`config.mk`:
```
export PLATFORM = sky130hd
export DESIGN_NAME = slip_frame_decoder_crc8_core
export DESIGN_NICKNAME = d
export VERILOG_FILES = /design/src/rtl/slipd_pkg.sv /design/src/rtl/slipd_front.sv /design/src/rtl/slipd_fifo.sv /design/src/rtl/slipd_back.sv /design/src/rtl/slip_frame_decoder_crc8_core.sv
export SDC_FILE = /design/constraint.sdc
export NUM_CORES = 1
export LEC_CHECK = 0
export BUFFER_PORTS_ARGS = -buffer_cell sky130_fd_sc_hd__buf_4
export CAP_MARGIN = 20
export CORE_MARGIN = 8
export CORE_UTILIZATION = 59
export CTS_BUF_LIST = sky130_fd_sc_hd__clkbuf_2
export DETAILED_ROUTE_END_ITERATION = 6
export PLACE_DENSITY_LB_ADDON = 0.05
export SLEW_MARGIN = 15
export SYNTH_ARGS = -nofsm -noshare
export SYNTH_HDL_FRONTEND = slang
export SYNTH_HIERARCHICAL = 1
export SYNTH_SLANG_ARGS = --single-unit
```
`constraint.sdc`:
```
create_clock -name clk -period 5.2 [get_ports clk]
set_clock_uncertainty 0.05 [all_clocks]
set_input_delay 0 -clock clk [delete_from_list [all_inputs] [get_ports clk]]
set_output_delay 0 -clock clk [all_outputs]
set_load 0.03 [all_outputs]
```
`src/rtl/slipd_pkg.sv`:
```
// shared types and constants for the slip frame decoder
package slipd_pkg;

    // slip special bytes
    localparam logic [7:0] SLIP_END     = 8'o300;
    localparam logic [7:0] SLIP_ESC     = 8'o333;
    localparam logic [7:0] SLIP_ESC_END = 8'o334;
    localparam logic [7:0] SLIP_ESC_ESC = 8'o335;

    // frame status codes
    localparam logic [1:0] ST_OK    = 2'd0;
    localparam logic [1:0] ST_TRUNC = 2'd1;
    localparam logic [1:0] ST_PROTO = 2'd2;
    localparam logic [1:0] ST_CRC   = 2'd3;

    // configuration register indexes
    localparam logic [1:0] REG_CRC_ENABLE = 2'd0;
    localparam logic [1:0] REG_MAX_LENGTH = 2'd1;
    localparam logic [1:0] REG_CRC_POLY   = 2'd2;
    localparam logic [1:0] REG_CRC_INIT   = 2'd3;

    // queue between front and back
    localparam int QUEUE_DEPTH = 4;
    localparam int QUEUE_AW    = $clog2(QUEUE_DEPTH);

    // classified line events
    typedef enum logic [1:0] {
        OP_DATA  = 2'd0,
        OP_END   = 2'd1,
        OP_PROTO = 2'd2
    } op_kind_t;

    typedef struct packed {
        op_kind_t   kind;
        logic [7:0] data;
    } op_t;

    // one result word
    typedef struct packed {
        logic        is_status;
        logic [7:0]  data_byte;
        logic [1:0]  status_code;
        logic [15:0] frame_length;
    } result_t;

    // configuration seen by the back end
    typedef struct packed {
        logic        crc_enable;
        logic [15:0] max_length;
        logic [7:0]  crc_polynomial;
        logic [7:0]  crc_initial;
    } cfg_t;

endpackage

```
`src/rtl/slipd_front.sv`:
```
// front end: accepts line bytes, undoes escapes and classifies them
module slipd_front (
    input  logic           clk,
    input  logic           rst_n,
    input  logic           push,
    input  logic [7:0]     rx_byte,
    input  logic           q_full,
    output logic           q_wr,
    output slipd_pkg::op_t q_op
);
    import slipd_pkg::*;

    logic accept;
    logic esc_pending_reg;
    logic esc_pending_next;

    assign accept = push && !q_full;

    // escape decode and classification
    always_comb
    begin
        esc_pending_next = esc_pending_reg;
        q_wr             = 1'b0;
        q_op.kind        = OP_DATA;
        q_op.data        = rx_byte;
        if (accept)
        begin
            if (esc_pending_reg)
            begin
                esc_pending_next = 1'b0;
                q_wr             = 1'b1;
                if (rx_byte == SLIP_ESC_END)
                begin
                    q_op.data = SLIP_END;
                end
                else if (rx_byte == SLIP_ESC_ESC)
                begin
                    q_op.data = SLIP_ESC;
                end
                else
                begin
                    q_op.kind = OP_PROTO;
                end
            end
            else if (rx_byte == SLIP_END)
            begin
                q_wr      = 1'b1;
                q_op.kind = OP_END;
            end
            else if (rx_byte == SLIP_ESC)
            begin
                esc_pending_next = 1'b1;
            end
            else
            begin
                q_wr = 1'b1;
            end
        end
    end

    // escape state
    always_ff @(posedge clk or negedge rst_n)
    begin
        if (!rst_n)
        begin
            esc_pending_reg <= 1'b0;
        end
        else
        begin
            esc_pending_reg <= esc_pending_next;
        end
    end

endmodule

```
`src/rtl/slipd_fifo.sv`:
```
// short queue of classified words between front and back
module slipd_fifo (
    input  logic           clk,
    input  logic           rst_n,
    input  logic           wr,
    input  slipd_pkg::op_t wr_op,
    input  logic           rd,
    output slipd_pkg::op_t rd_op,
    output logic           full,
    output logic           empty
);
    import slipd_pkg::*;

    op_t                 mem [QUEUE_DEPTH];
    logic [QUEUE_AW-1:0] wr_ptr_reg;
    logic [QUEUE_AW-1:0] wr_ptr_next;
    logic [QUEUE_AW-1:0] rd_ptr_reg;
    logic [QUEUE_AW-1:0] rd_ptr_next;
    logic [QUEUE_AW:0]   count_reg;
    logic [QUEUE_AW:0]   count_next;
    logic                do_wr;
    logic                do_rd;

    assign full  = (count_reg == (QUEUE_AW+1)'(QUEUE_DEPTH));
    assign empty = (count_reg == '0);
    assign do_wr = wr && !full;
    assign do_rd = rd && !empty;
    assign rd_op = mem[rd_ptr_reg];

    // pointer and fill count update
    always_comb
    begin
        wr_ptr_next = do_wr ? wr_ptr_reg + 1'b1 : wr_ptr_reg;
        rd_ptr_next = do_rd ? rd_ptr_reg + 1'b1 : rd_ptr_reg;
        count_next  = count_reg;
        if (do_wr && !do_rd)
        begin
            count_next = count_reg + 1'b1;
        end
        else if (do_rd && !do_wr)
        begin
            count_next = count_reg - 1'b1;
        end
    end

    always_ff @(posedge clk or negedge rst_n)
    begin
        if (!rst_n)
        begin
            wr_ptr_reg <= '0;
            rd_ptr_reg <= '0;
            count_reg  <= '0;
        end
        else
        begin
            wr_ptr_reg <= wr_ptr_next;
            rd_ptr_reg <= rd_ptr_next;
            count_reg  <= count_next;
        end
    end

    // storage
    always_ff @(posedge clk)
    begin
        if (do_wr)
        begin
            mem[wr_ptr_reg] <= wr_op;
        end
    end

endmodule

```
`src/rtl/slipd_back.sv`:
```
// back end: frame counting, crc hold-back and check, result register
module slipd_back #(
    parameter int LENGTH_BITS = 16
) (
    input  logic               clk,
    input  logic               rst_n,
    input  slipd_pkg::cfg_t    cfg,
    input  logic               q_empty,
    input  slipd_pkg::op_t     q_op,
    output logic               q_rd,
    input  logic               pop,
    output logic               empty,
    output slipd_pkg::result_t result
);
    import slipd_pkg::*;

    localparam int CMP_W = (LENGTH_BITS > 16) ? LENGTH_BITS : 16;

    logic [LENGTH_BITS-1:0] count_reg;
    logic [LENGTH_BITS-1:0] count_next;
    logic [7:0]             held_reg;
    logic [7:0]             held_next;
    logic [7:0]             crc_reg;
    logic [7:0]             crc_next;
    logic                   out_valid_reg;
    logic                   out_valid_next;
    result_t                out_reg;
    result_t                out_next;
    logic                   take;
    logic                   at_limit;
    logic [CMP_W-1:0]       emitted;
    logic [7:0]             crc_upd;

    // msb-first crc-8 over one byte
    function automatic logic [7:0] crc8_byte(
        input logic [7:0] crc,
        input logic [7:0] b,
        input logic [7:0] poly
    );
        logic [7:0] c;
        c = crc ^ b;
        for (int i = 0; i < 8; i++)
        begin
            c = c[7] ? ((c << 1) ^ poly) : (c << 1);
        end
        return c;
    endfunction

    assign empty  = !out_valid_reg;
    assign result = out_reg;
    assign take   = !q_empty && (!out_valid_reg || pop);
    assign q_rd   = take;

    // frame length limit and emitted count
    assign at_limit = (CMP_W'(count_reg) >= CMP_W'(cfg.max_length)) || (&count_reg);
    assign emitted  = CMP_W'(count_reg)
                    - CMP_W'(cfg.crc_enable && (count_reg != '0));
    assign crc_upd  = crc8_byte(crc_reg, held_reg, cfg.crc_polynomial);

    // frame processing
    always_comb
    begin
        count_next     = count_reg;
        held_next      = held_reg;
        crc_next       = crc_reg;
        out_next       = out_reg;
        out_valid_next = out_valid_reg && !pop;
        if (take)
        begin
            out_next.is_status    = 1'b1;
            out_next.data_byte    = 8'd0;
            out_next.status_code  = ST_OK;
            out_next.frame_length = emitted[15:0];
            unique case (q_op.kind)
                OP_PROTO:
                begin
                    out_next.status_code = ST_PROTO;
                    out_valid_next       = 1'b1;
                    count_next           = '0;
                    crc_next             = cfg.crc_initial;
                end
                OP_END:
                begin
                    if (count_reg != '0)
                    begin
                        if (cfg.crc_enable
                            && ((count_reg == LENGTH_BITS'(1)) || (held_reg != crc_reg)))
                        begin
                            out_next.status_code = ST_CRC;
                        end
                        out_valid_next = 1'b1;
                        count_next     = '0;
                        crc_next       = cfg.crc_initial;
                    end
                end
                OP_DATA:
                begin
                    if (at_limit)
                    begin
                        out_next.status_code = ST_TRUNC;
                        out_valid_next       = 1'b1;
                        count_next           = '0;
                        crc_next             = cfg.crc_initial;
                    end
                    else
                    begin
                        count_next            = count_reg + 1'b1;
                        out_next.is_status    = 1'b0;
                        out_next.frame_length = 16'd0;
                        if (cfg.crc_enable)
                        begin
                            held_next = q_op.data;
                            if (count_reg != '0)
                            begin
                                crc_next           = crc_upd;
                                out_next.data_byte = held_reg;
                                out_valid_next     = 1'b1;
                            end
                        end
                        else
                        begin
                            out_next.data_byte = q_op.data;
                            out_valid_next     = 1'b1;
                        end
                    end
                end
                default:
                begin
                end
            endcase
        end
    end

    // control state
    always_ff @(posedge clk or negedge rst_n)
    begin
        if (!rst_n)
        begin
            count_reg     <= '0;
            crc_reg       <= 8'd0;
            out_valid_reg <= 1'b0;
        end
        else
        begin
            count_reg     <= count_next;
            crc_reg       <= crc_next;
            out_valid_reg <= out_valid_next;
        end
    end

    // payload state
    always_ff @(posedge clk)
    begin
        held_reg <= held_next;
        out_reg  <= out_next;
    end

endmodule

```
`src/rtl/slip_frame_decoder_crc8_core.sv`:
```
// top level of the slip frame decoder with crc-8 check
// Usage:
//   Line bytes enter through push/full: a word is taken at a clock edge
//   with push high and full low. Decoded bytes and frame status words
//   leave through empty/pop: the oldest word sits on the result ports
//   while empty is low and is taken at an edge with pop high.
//   An escape byte gives no word; an END on an empty frame gives none.
//   In crc mode each data byte leaves one byte late and the trailing crc
//   byte never leaves; END then reports ok or crc error.
//   A pushed word is written into the queue and then moved into the result
//   register by the back end as soon as that register is free.
//   Throughput: one byte per cycle while pop keeps up, set by the
//   back end (unrolled crc-8 update and length compare) and result register.
//   When pop is held low the result register holds, the back end stops,
//   the four-entry queue fills and full rises; nothing is lost.
//   Reset clears the escape state, frame count, queue and result valid flag
//   and loads the register defaults (crc off, max length 65535, polynomial
//   0x07, initial value 0). The user must write registers over the apb port
//   only while the block is idle; the block itself does not enforce this.
module slip_frame_decoder_crc8_core #(
    parameter int LENGTH_BITS = 16
) (
    input  logic        clk,
    input  logic        rst_n,
    input  logic        push,
    output logic        full,
    input  logic [7:0]  rx_byte,
    output logic        empty,
    input  logic        pop,
    output logic        is_status,
    output logic [7:0]  data_byte,
    output logic [1:0]  status_code,
    output logic [15:0] frame_length,
    input  logic        psel,
    input  logic        penable,
    input  logic        pwrite,
    input  logic [3:0]  paddr,
    input  logic [31:0] pwdata,
    output logic [31:0] prdata,
    output logic        pready
);
    import slipd_pkg::*;

    cfg_t       cfg_reg;
    cfg_t       cfg_next;
    logic       cfg_wr;
    logic [1:0] reg_idx;
    logic       fq_wr;
    op_t        fq_wr_op;
    logic       fq_rd;
    op_t        fq_rd_op;
    logic       fq_empty;
    result_t    res;

    assign pready  = 1'b1;
    assign cfg_wr  = psel && penable && pwrite && pready;
    assign reg_idx = paddr[3:2];

    // register write decode
    always_comb
    begin
        cfg_next = cfg_reg;
        if (cfg_wr)
        begin
            unique case (reg_idx)
                REG_CRC_ENABLE: cfg_next.crc_enable     = pwdata[0];
                REG_MAX_LENGTH: cfg_next.max_length     = pwdata[15:0];
                REG_CRC_POLY:   cfg_next.crc_polynomial = pwdata[7:0];
                REG_CRC_INIT:   cfg_next.crc_initial    = pwdata[7:0];
                default:        cfg_next = cfg_reg;
            endcase
        end
    end

    // register read mux
    always_comb
    begin
        unique case (reg_idx)
            REG_CRC_ENABLE: prdata = {31'd0, cfg_reg.crc_enable};
            REG_MAX_LENGTH: prdata = {16'd0, cfg_reg.max_length};
            REG_CRC_POLY:   prdata = {24'd0, cfg_reg.crc_polynomial};
            REG_CRC_INIT:   prdata = {24'd0, cfg_reg.crc_initial};
            default:        prdata = 32'd0;
        endcase
    end

    always_ff @(posedge clk or negedge rst_n)
    begin
        if (!rst_n)
        begin
            cfg_reg.crc_enable     <= 1'b0;
            cfg_reg.max_length     <= 16'hFFFF;
            cfg_reg.crc_polynomial <= 8'h07;
            cfg_reg.crc_initial    <= 8'h00;
        end
        else
        begin
            cfg_reg <= cfg_next;
        end
    end

    // escape decode and classification
    slipd_front u_front (
        .clk     (clk),
        .rst_n   (rst_n),
        .push    (push),
        .rx_byte (rx_byte),
        .q_full  (full),
        .q_wr    (fq_wr),
        .q_op    (fq_wr_op)
    );

    // decoupling queue
    slipd_fifo u_fifo (
        .clk   (clk),
        .rst_n (rst_n),
        .wr    (fq_wr),
        .wr_op (fq_wr_op),
        .rd    (fq_rd),
        .rd_op (fq_rd_op),
        .full  (full),
        .empty (fq_empty)
    );

    // frame handling and result register
    slipd_back #(
        .LENGTH_BITS (LENGTH_BITS)
    ) u_back (
        .clk     (clk),
        .rst_n   (rst_n),
        .cfg     (cfg_reg),
        .q_empty (fq_empty),
        .q_op    (fq_rd_op),
        .q_rd    (fq_rd),
        .pop     (pop),
        .empty   (empty),
        .result  (res)
    );

    assign is_status    = res.is_status;
    assign data_byte    = res.data_byte;
    assign status_code  = res.status_code;
    assign frame_length = res.frame_length;

endmodule
```
After elaboration in Yosys (flattened, before gate mapping) --
Memories as Yosys holds them, arrays and structs flattened. Cells that the tools add are included.
Word-level totals: latch bits 0, bits of input ports 51, register bits after elaboration 101, bits in writable memories 40, memory bits (read-only) 0, memories 1
Memory list:
- u_fifo.mem | words 4, width 10, rd ports 1, clocked after Yosys merged registers in 0, wr ports 1, line slipd_fifo.sv:14 | op_t mem [QUEUE_DEPTH];
Cells by class: $lt $le $gt $ge 1, bitwise gates (word level) 11, equal/unequal tests 15, multiplexer cells 50, divide/modulo/power cells 0, shift operators 0, reductions and logical operators 35, multiply operators 0, add/subtract/negate cells 6
Operators by type and width (count):
- $mux W8 | 17
- $pmux W32 S4 | 1
- $xor A8 B8 Y8 | 9
- $mux W16 | 4
- $pmux W16 S3 | 1
- $eq A8 B8 Y1 const B | 4
- $pmux W8 S3 | 1
- $add A16 B1 Y16 const B | 1
- $eq A16 B1 Y1 const B | 1
- $ge A16 B16 Y1 | 1
- $reduce_and A16 Y1 | 1
- $reduce_bool A16 Y1 | 1
- $sub A16 B1 Y16 | 1
- $mux W1 | 15
- $logic_and A1 B1 Y1 | 11
- $mux W10 | 1
- $mux W2 | 5
- $mux W9 | 1
- $ne A8 B8 Y1 | 1
- $reduce_and A2 Y1 | 4
- $eq A2 B2 Y1 const B | 3
- $logic_not A1 Y1 | 6
- $mux W3 | 2
- $pmux W2 S3 | 1
- other kinds (19) | 25

Longest topological paths before layout --
Gate-level depths: netlist of run 1.
depth after elaboration 21, mapped depth 17, depth with buffers taken out 16

By module --
Netlist of run 1, hierarchy kept.
By module, submodules not included:
- slipd_back | area each 4913.5 sq um, seq. area each 1676.6 sq um, instances 1, cells an instance 568
- slipd_fifo | area each 1864.3 sq um, seq. area each 1376.3 sq um, instances 1, cells an instance 88
- slip_frame_decoder_crc8_core | area each 1716.6 sq um, seq. area each 849.6 sq um, instances 1, cells an instance 121
- slipd_front | area each 219.0 sq um, seq. area each 25.0 sq um, instances 1, cells an instance 27

Worst setup path before layout of run 1 --
Ideal clock, no wire load.
path type flip-flop to flip-flop, start point register u_back.held_reg[7], end point register u_back.crc_reg[0], required time 5032 ps, path buffers 1, stages on the path, launching flop included 15, arrival 3745 ps, slack 1287 ps, period minus slack after synthesis 3913 ps, cell sequence edfxtp_1 -> xnor2_2 -> xnor2_2 -> mux2_4 -> or2_4 -> or2_4 -> a211o_1 -> o41a_1 -> o221ai_4 -> xnor2_1 -> or3_1 -> buf_6 -> nand4_1 -> a21oi_1 -> a21o_1
On the way: longest elaborated chain between the ends 19
Ends and longest elaborated chain:
- from (decl) | line slipd_back.sv:21 | logic [7:0] held_reg;
- from (signal assigned) | line slipd_back.sv:154 | held_reg <= held_next;
- $xor A8 B8 Y8 (*) | line slipd_back.sv:41 | c = crc ^ b;
- $mux W8 (*) | line slipd_back.sv:44 | c = c[7] ? ((c << 1) ^ poly) : (c << 1);
- $xor A8 B8 Y8 | line slipd_back.sv:44
- $mux W8 (*) | line slipd_back.sv:44
- $xor A8 B8 Y8 | line slipd_back.sv:44
- $mux W8 (*) | line slipd_back.sv:44
- $xor A8 B8 Y8 | line slipd_back.sv:44
- $mux W8 (*) | line slipd_back.sv:44
- [... 2 more ...]
- $xor A8 B8 Y8 | line slipd_back.sv:44
- $mux W8 (*) | line slipd_back.sv:44
- $xor A8 B8 Y8 | line slipd_back.sv:44
- $mux W8 (*) (2 in a row) | line slipd_back.sv:44
- $mux W8 (*) | line slipd_back.sv:113 | if (count_reg != '0)
- $mux W8 (*) | line slipd_back.sv:110 | if (cfg.crc_enable)
- $mux W8 (*) | line slipd_back.sv:98 | if (at_limit)
- $pmux W8 S3 (*) | line slipd_back.sv:74 | unique case (q_op.kind)
- to (signal assigned) | line slipd_back.sv:146 | crc_reg <= crc_next;
- to (decl) | line slipd_back.sv:23 | logic [7:0] crc_reg;
Every way passes the cells marked *; elsewhere a longest branch is shown, timed or not. The select of a mux whose other input is x is not followed. A chain may end at the register's enable or synchronous reset.

Final worst setup path of run 1 --
start point register u_back.held_reg[7], end point register u_back.crc_reg[6]
On the way: longest elaborated chain between the ends 19, elaborated cells between the ends (all ways) 20
Ends and longest elaborated chain (line):
- $xor A8 B8 Y8 (*) | slipd_back.sv:41
- $mux W8 (*) (2 in a row) | slipd_back.sv:44
- $xor A8 B8 Y8 or $mux W8 (tied branches) | slipd_back.sv:44
- $mux W8 (*) | slipd_back.sv:44
- $xor A8 B8 Y8 or $mux W8 (tied branches) | slipd_back.sv:44
- $mux W8 (*) | slipd_back.sv:44
- $xor A8 B8 Y8 or $mux W8 (tied branches) | slipd_back.sv:44
- $mux W8 (*) | slipd_back.sv:44
- [... 2 more ...]
- $xor A8 B8 Y8 or $mux W8 (tied branches) | slipd_back.sv:44
- $mux W8 (*) | slipd_back.sv:44
- $xor A8 B8 Y8 or $mux W8 (tied branches) | slipd_back.sv:44
- $mux W8 (*) | slipd_back.sv:44
- $mux W8 (*) | slipd_back.sv:113
- $mux W8 (*) | slipd_back.sv:110
- $mux W8 (*) | slipd_back.sv:98
- $pmux W8 S3 (*) | slipd_back.sv:74
Marks and branches as above.

==> impl_results.md, run 1 <==
- Worst-Margin Slew: 1.016 ns
- Final setup viols: 0
- Most frequent cells in the layout: buf_4, edfxtp_1, dlygate4sd3_1
- DRT iter0 DRCs: 540
- Synth Instances: 804
- Post-Synth Adder-Cell Area: 0.03963
- Largest register FFs: 40
- GRT Util Overall: 0.2301
- Fraction of registers with async set/reset: 0.4681
- Clock Sinks: 141
- Placed wire-length estimate: 14.24 mm
- WS Path Type: flip-flop to flip-flop
- CTS buffer count: 17
- DR WL/cell: 19.03 µm
- RD Place Congestion: approximately 0.88
- Max stage delay cell, worst path: edfxtp_1
- Area Overhead vs Synth: 17.83%
- Register area share after synthesis: 0.4507
- Peak VDD IR: 0.0004817 V
- Crit path cell chain: xor2_2, nand3_1, and2_1, o41ai_1, a311oi_1, xnor2_1, xnor3_1, nand2_1, xor2_1, nand2_1, xnor3_1, xnor2_1, o21ai_1
- Critical-path maximum fanout: 12
- Post-Synth XOR/XNOR Area: 0.09276
- DRC viols: 0
- Synth Area in Compound Gates: 0.1009
- Clk pin slew, worst setup/hold paths: 0.19 ns
- Post-route setup TNS: 0 ns
- Final #Nets: 1,009
- RSZ-0062 raised after global routing: no
- Routing usage on met3: 0.04632
- Critical Path Max Stage Delay: 0.52 ns
- Skew-Pair Late Insertion Delay: around 0.70 ns
- Placed insts: ~1,000
- Netlist cell types: 79
- Required time worst endpoint: 5.74 ns
- Post-Syn Area: 8713 µm²
- Vias/cell: 5.852
- Simple-Gate Fraction of Synth Area: 0.1667
- Die Span Y: 137.5 µm
- M2 GR Usage: 0.3680
- Commonest non-fill, non-tap cell in the layout: buf_4
- Initial core utilization: 0.6018
- Clock buffer depth: 2
- Overall power: 7.557 mW
- Post-DP Area: between 9000 and 10,000 µm²
- First-pass GRT wire length: 34.16 mm
- Final Slew Violations: 0
- Worst hold slack: approximately 0.096 ns
- Initial antenna violation count: 1
- Post-layout min period: 4.522 ns
- Global route hottest layer: met2
- DR vias: about 6,600
- Slew headroom: 0.3212
- Setup bufs post-CTS: 0
- Fillers: 1,031
- Largest net degree at the start of global routing: 48
- Final Cycle Share: 0.8696
- Largest family of logic cells by synthesized area: simple AND/OR/NAND/NOR gates
- Std-Cell Rows: 44
- Primary FF master, synth: edfxtp_1
- Detail Route Antenna Nets: 0
- Design area: roughly 10,000 µm²
- Post-place setup slack: around 0.47 ns
- First-pass iteration count of the detailed router: 6
- Root buf cell: clkbuf_2
- Total gr overflow: 0
- PortBufs: 77
- Grt met1 use: 0.3091
- Crit end category: flip-flop
- Flops & latches, synth: 141
- Routed WL: 21.45 mm
- WP buf/inv: 0
- Status: finished clean
- Share of layout cells above drive strength 1: 0.2240
- Mapped Avg Cell Area: 10.84 µm²
- Fin util: 0.7091
- # IOs: 113
- Max Cap Viol: 0
- Hold crit path type: input port to flip-flop
- Post-synth EDFFs: 75
- Post-Layout Cell Count: between 1,000 and 1,500
- Vias in the first global route: 6,597
- CTS tree: built
- Power Density: 736.0 nW/µm²
- Synth Warn #: 6
- H-tree lvl count: 4
- Die width: 137.5 µm
- Leakage: 4.376 nW
- Final worst slack: 0.6782 ns
- Core Area: 14,480 µm²
- FMAX: 221.2 MHz
- Final hold violations: 0
- Cell family with most CP delay: XOR/XNOR gates
- Mux share of post-synthesis cell area: 0.09391
- Die area: roughly 19,000 µm²
- Worst Path Arrival: 5.07 ns
- CP Launch Type: flip-flop
==> synth_stat cells, types with 7 or more instances <==
library cell	count	area share
a21o_1	13	0.011
nand3_1	22	0.013
nor3_1	9	0.0052
mux4_2	11	0.028
o21ai_1	8	0.0046
xnor2_1	45	0.045
nor2_1	66	0.028
nand2b_1	23	0.017
clkbuf_1	30	0.013
ha_1	26	0.037
dfrtp_1	47	0.13
a21oi_1	24	0.014
nand3_2	7	0.0080
nor4_1	14	0.010
mux2_4	12	0.021
nand2_1	61	0.026
o21ai_0	42	0.024
edfxtp_1	75	0.26
a22o_1	7	0.0070
buf_4	19	0.016
and2_1	16	0.011
inv_1	34	0.015
dfstp_2	19	0.057
and3_1	12	0.0086
xor2_1	18	0.018
mux2_2	31	0.040
==> report_power, final <==
group          switching (mW)  total (mW)  internal (mW)
Sequential              0.322        1.92           1.60
Clock                   0.383       0.640          0.257
Combinational            2.82        5.00           2.18
Total                    3.53        7.56           4.03
==> repair_timing <==
action,CTS,global route
gates resized for setup,0,1
hold buffers,73,0
setup endpoints to repair,0,2
hold endpoints to repair,172,0
==> metal layers <==
layer	vias to the layer above	part of all wire
met5	-	0
met4	0	0.013
met3	31	0.058
met2	234	0.48
met1	3239	0.45
li1	3091	-
==> worst register-to-register path, delay by kind of cell, from the launching register on <==
family | cells | cell delay, ns
flops | 1 | 0.52
xor+xnor | 6 | 2.48
simple gates | 4 | 0.83
compound gates | 3 | 0.56
==> worst paths after layout <==
check | cells after the start | start | endpoint | slack [ns]
min reg2reg | 1 | u_fifo/count_reg[2] | u_fifo/count_reg[2] | 0.46
min in group asynchronous | 3 | rst_n | cfg_reg[9] | 0.46
max reg2reg | 13 | u_back/held_reg[7] | u_back/crc_reg[6] | 0.68
min | 3 | pwdata[6] | cfg_reg[22] | 0.1
max in group asynchronous | 4 | rst_n | u_back/crc_reg[7] | 4.33
max | 13 | u_back/held_reg[7] | u_back/crc_reg[6] | 0.68
==> cell families (layout without fill, tap and decap cells) <==
kind of cell               after synthesis  count (layout)
and+or+nand+nor                        270             270
DFF                                    141             141
AOI/OAI and AO/OA                      135             135
buffers and inverters                   95             218
xor gates and xnor gates                76              76
muxes                                   58              58
adders and majority gates               27              27
other                                    2              18
==> area by class of cell <==
class	count	area, µm²	area share
tap	184	230.2	0.02242
inverter	35	131.4	0.01280
clock buffer	17	85.08	0.008287
clock inverter	13	150.1	0.01462
sequential	141	3928	0.3825
multi-input combinational	583	4392	0.4277
antenna	1	2.502	0.0002437
timing repair buffer	153	1349	0.1314
Note: power is estimated with default switching activity, not from simulation.
==> run 2: changes to the inputs <==
--- a/config.mk
+++ b/config.mk
@@ -7,8 +7,10 @@
 export LEC_CHECK = 0
 export BUFFER_PORTS_ARGS = -buffer_cell sky130_fd_sc_hd__buf_4
 export CAP_MARGIN = 20
+export CELL_PAD_IN_SITES_DETAIL_PLACEMENT = 0
+export CELL_PAD_IN_SITES_GLOBAL_PLACEMENT = 1
 export CORE_MARGIN = 8
-export CORE_UTILIZATION = 59
+export CORE_UTILIZATION = 48
 export CTS_BUF_LIST = sky130_fd_sc_hd__clkbuf_2
 export DETAILED_ROUTE_END_ITERATION = 6
 export PLACE_DENSITY_LB_ADDON = 0.05
==> impl_results.md, run 2 (synthesized netlist as in run 1, its figures left out) <==
- DRT iter0 DRCs: 320
- FMAX: 217.1 MHz
- RSZ-0062 raised after global routing: no
- Required time worst endpoint: 5.75 ns
- WS Path Type: flip-flop to flip-flop
- Final Slew Violations: 0
- Die area: 22,720 µm²
- DR vias: 6,442
- Slew headroom: 0.5124
- Clock buffer depth: 2
- Routed WL: 21.08 mm
- Final hold violations: 0
- Worst Path Arrival: 5.15 ns
- CTS tree: built
- Worst-Margin Slew: 0.7313 ns
- Final #Nets: 1,007
- Placed wire-length estimate: ~15 mm
- Largest register FFs: 40
- RD Place Congestion: 0.8382
- Fillers: between 1,500 and 2,000
- # hold bufs at CTS: between 60 and 70
- GRT Util Overall: 0.1915
- Peak VDD IR: 0.0004657 V
- CP Launch Type: flip-flop
- Die width: 150.7 µm
- Post-route setup TNS: 0 ns
- Detail Route Antenna Nets: 0
- Overall power: 7.476 mW
- Max Cap Viol: 0
- Die Span Y: 150.7 µm
- DR WL/cell: 17.98 µm
- Std-Cell Rows: between 40 and 50
- Hold crit path type: input port to flip-flop
- PortBufs: 77
- Clock Sinks: around 140
- Skew-Pair Late Insertion Delay: 0.71 ns
- Final setup viols: 0
- DRC viols: 0
- Leakage: ~4.3 nW
- Core Area: 17,900 µm²
- Area Overhead vs Synth: 17.66%
- Root buf cell: clkbuf_2
- # IOs: 113
- CTS buffer count: 17
- Share of layout cells above drive strength 1: 0.2314
- Largest net degree at the start of global routing: 48
- H-tree lvl count: 4
- Clk pin slew, worst setup/hold paths: around 0.23 ns
- Initial antenna violation count: 1
- Most frequent cells in the layout: buf_4, edfxtp_1, nor2_1, dlygate4sd3_1, nand2_1
- Crit end category: flip-flop
- First-pass iteration count of the detailed router: 4
- Setup bufs post-CTS: 0
- Status: finished clean
- Final Cycle Share: 0.8856
- Resized Gates After CTS: 0
- Critical-path maximum fanout: 11
- Post-layout min period: 4.605 ns
- Total gr overflow: 0
- Worst hold slack: 0.2130 ns
- Commonest non-fill, non-tap cell in the layout: buf_4
- Vias/cell: 5.497
- Vias in the first global route: approximately 6,400
- Initial core utilization: 0.4867
- First-pass GRT wire length: 34.00 mm
- Power Density: ~730 nW/µm²
[run 2: cell count changes in the layout (fill, tap and decap cells not counted), moves of 2 or more]
cell	previous run	this run
dlygate4sd3_1	72	66
buf_4	80	84
bufinv_16	3	0
clkinvlp_4	3	6
inv_6	1	4
clkinv_1	4	2
[run 2: cell type report]
cell class                      count  area (µm²)  area share
Clock inverter                     15       116.4     0.01135
Clock buffer                       17       85.08    0.008299
Sequential cell                   141        3928      0.3831
Timing Repair Buffer              151        1319      0.1286
Tap cell                          229       286.5     0.02795
Antenna cell                        1       2.502   0.0002441
Inverter                           35       131.4     0.01281
Multi-Input combinational cell    583        4384      0.4276
[run 2: path summary, 6_finish.rpt]
check	slack [ns]	depth (start not counted)	end	start
worst max-delay path	0.59	14	u_back/crc_reg[5]	u_back/crc_reg[7]
worst min-delay path	0.21	3	u_fifo/mem[1][3]	rx_byte[3]
worst max register to register	0.59	14	u_back/crc_reg[5]	u_back/crc_reg[7]
worst min register to register	0.45	1	u_fifo/count_reg[2]	u_fifo/count_reg[2]
max in group asynchronous	4.38	4	cfg_reg[0]	rst_n
min in group asynchronous	0.42	3	cfg_reg[10]	rst_n
[run 2: power by group]
| part | switching (mW) | internal (mW) |
|---|---|---|
| clock | 0.430 | 0.131 |
| sequential | 0.312 | 1.59 |
| combinational | 2.82 | 2.19 |
| total | 3.56 | 3.92 |
[run 2: per-stage QoR]
| step | util | setup WS, ns | instance area (µm²) | cells |
|---|---|---|---|---|
| after floorplan | - | 1.287 | 8770 | 819 |
| after global placement | 0.5229 | 0.7597 | 9360 | 1072 |
| after detailed placement | 0.5229 | 0.6446 | 9360 | 1072 |
| after CTS | 0.5725 | 0.5919 | 10250 | 1171 |
| after global routing | 0.5727 | 0.2494 | 10250 | 1172 |
| final | 0.5727 | 0.5946 | 10250 | 1172 |
[run 2: critical path: stages (launching register included)]
cell and delay, ns:
dfrtp_1 0.49, xor2_1 0.59, nand3_1 0.31, and2_1 0.36, o41ai_1 0.39, a311oi_1 0.11, xnor2_1 0.19, buf_4 0.16
xnor3_1 0.38, nand2_1 0.11, xor2_1 0.53, nand2_1 0.15, xnor3_1 0.39, xnor2_1 0.18, o21ai_1 0.08
[run 2: metal layers]
metal	part of all wire	global-route usage	up-vias
met4	0.0086	0.05789	0
met1	0.48	0.2609	3188
met5	0	0	-
met2	0.47	0.3029	162
li1	-	-	3077
met3	0.043	0.03787	15
==> run 3: changes to the inputs <==
--- a/config.mk
+++ b/config.mk
@@ -5,14 +5,14 @@
 export SDC_FILE = /design/constraint.sdc
 export NUM_CORES = 1
 export LEC_CHECK = 0
-export BUFFER_PORTS_ARGS = -buffer_cell sky130_fd_sc_hd__buf_4
 export CAP_MARGIN = 20
 export CELL_PAD_IN_SITES_DETAIL_PLACEMENT = 0
 export CELL_PAD_IN_SITES_GLOBAL_PLACEMENT = 1
 export CORE_MARGIN = 8
-export CORE_UTILIZATION = 48
+export CORE_UTILIZATION = 53
 export CTS_BUF_LIST = sky130_fd_sc_hd__clkbuf_2
 export DETAILED_ROUTE_END_ITERATION = 6
+export DONT_BUFFER_PORTS = 1
 export PLACE_DENSITY_LB_ADDON = 0.05
 export SLEW_MARGIN = 15
 export SYNTH_ARGS = -nofsm -noshare
==> impl_results.md, run 3 (synthesized netlist as in run 1, its figures left out) <==
- Max Cap Viol: 0
- Die width: 144.2 µm
- DRT iter0 DRCs: roughly 330
- Die Span Y: about 140 µm
- Max stage delay cell, worst path: xor2_1
- Largest register FFs: 40
- Failing checks: DRC
- Worst Path Arrival: around 5.3 ns
- Vias/cell: ~5.7
- Crit end category: flip-flop
- Root buf cell: clkbuf_2
- Detail Route Antenna Nets: 0
- First-pass GRT wire length: 33.21 mm
- Hold Path Depth: 3
- Total gr overflow: 0
- Post-layout min period: 4.741 ns
- Area Overhead vs Synth: 11.86%
- Largest net degree at the start of global routing: 67
- Status: complete, but fails checks
- Clock Sinks: between 100 and 150
- RSZ-0062 raised after global routing: no
- # IOs: 113
- Overall power: 7.392 mW
- Power Density: 758.4 nW/µm²
- Initial core utilization: 0.5330
- FMAX: ~210 MHz
- Crit path cell chain: xor2_1, nand2_1, xnor2_1, mux2i_1, nor2_1, a211o_1, o41a_1, o221ai_4, xnor2_1, or3_1, nand3_2, xor2_1, o21ai_1
- Required time worst endpoint: 5.77 ns
- Post-route setup TNS: 0 ns
- Critical-path maximum fanout: 12
- Slack of the worst reg-to-reg path: 0.46 ns
- Placed wire-length estimate: 14.33 mm
- CTS tree: built
- First-pass iteration count of the detailed router: 7
- Core Area: 16,350 µm²
- Critical Path Max Stage Delay: 0.76 ns
- Final Cycle Share: 0.9117
- Hold Path Sink: u_front/esc_pending_reg
- Final setup viols: 0
- R2R Path Start: u_back/held_reg[7]
- WS Path Type: flip-flop to flip-flop
- GRT Util Overall: 0.2081
- Commonest non-fill, non-tap cell in the layout: edfxtp_1
- Slew headroom: 0.3489
- Share of layout cells above drive strength 1: 0.1647
- Clk pin slew, worst setup/hold paths: 0.22 ns
- Worst-Margin Slew: 0.9744 ns
- Peak VDD IR: between 0.0004 and 0.0005 V
- CTS buffer count: 17
- Vias in the first global route: 6,252
- DRC viols: 2
- Final hold violations: 0
- Skew-Pair Late Insertion Delay: 0.71 ns
- Leakage: between 4 and 5 nW
- CP Launch Type: flip-flop
- Initial antenna violation count: 1
- PortBufs: 0
- Std-Cell Rows: 47
- Final Slew Violations: 0
- Hold wc startpoint: rx_byte[2]
- DR WL/cell: 19.17 µm
- Worst r2r dst: u_back/crc_reg[4]
- H-tree lvl count: 4
- Clock buffer depth: 2
- Routed WL: 20.87 mm
- RD Place Congestion: 0.8197
- Hold crit path type: input port to flip-flop
- Most frequent cells in the layout: edfxtp_1, dlygate4sd3_1, nor2_1
- Die area: 20,800 µm²
- Final #Nets: a little over 900
- DR vias: just over 6,000
- Worst-case reg-to-reg path depth: 13
==> run 3: where the power goes <==
group	internal, mW	total (mW)	switching (mW)
registers	1.61	2.14	0.534
clock network	0.188	0.628	0.440
logic	2.06	4.63	2.57
==> run 3: area by class of cell <==
cell class                      instances  area, µm²
Tap cell                              220      275.3
Inverter                               35      131.4
Clock buffer                           17      85.08
Antenna cell                            1      2.502
Multi-Input combinational cell        583       4384
Fill cell                            1434       6601
Sequential cell                       141       3928
Timing Repair Buffer                   77      790.8
Clock inverter                         15      150.1
==> run 3: worst max-delay path: cells and delay by family (launching register included) <==
kind	cells	cell delay, ns
XOR/XNOR	4	1.59
flip-flops	1	0.50
AND/OR/NAND/NOR	4	1.00
AO/OA/AOI/OAI	4	1.20
multiplexers	1	0.32
==> run 3: stage by stage <==
step           utilization  worst slack [ns]  area, µm²  hold WS [ns]  std cells
2_1_floorplan            -             1.287       8770       -0.3456        819
3_3_place_gp        0.5360            0.5920       8763       -0.3412        985
3_5_place_dp        0.5360            0.5033       8763       -0.3413        985
4_1_cts             0.5961            0.4843       9744      0.001722       1088
5_1_grt             0.5962           0.09837       9747       0.02239       1089
6_report            0.5962            0.4590       9747       0.08760       1089
==> run 3: worst max-delay path by stage <==
| stage | startpoint | end | slack [ns] | cells after the start |
|---|---|---|---|---|
| finish | u_back/held_reg[7] | u_back/crc_reg[4] | 0.46 | 13 |
| global route | u_back/held_reg[7] | u_back/crc_reg[4] | 0.1 | 14 |
| CTS | u_back/held_reg[7] | u_back/crc_reg[4] | 0.48 | 13 |
| detailed placement | u_back/crc_reg[7] | u_back/crc_reg[4] | 0.50 | 13 |
| global placement | u_back/held_reg[7] | u_back/crc_reg[4] | 0.59 | 13 |
| floorplan | u_back/held_reg[7] | u_back/crc_reg[0] | 1.29 | 14 |
==> run 3: metal layers <==
metal / global-route usage / share of wire / vias to the layer above
li1: - / - / 2942
met1: 0.2689 / 0.44 / 3076
met2: 0.3340 / 0.48 / 163
met3: 0.05678 / 0.062 / 21
met4: 0.06572 / 0.014 / 0
met5: 0 / 0 / -
==> run 3: repair_timing <==
action                                  4_1_cts  5_1_grt
endpoints found under the hold margin       176        0
endpoints found under the setup margin        0        0
resized for setup                             0        0
buffers inserted                              0        0
hold buffers                                 71        0
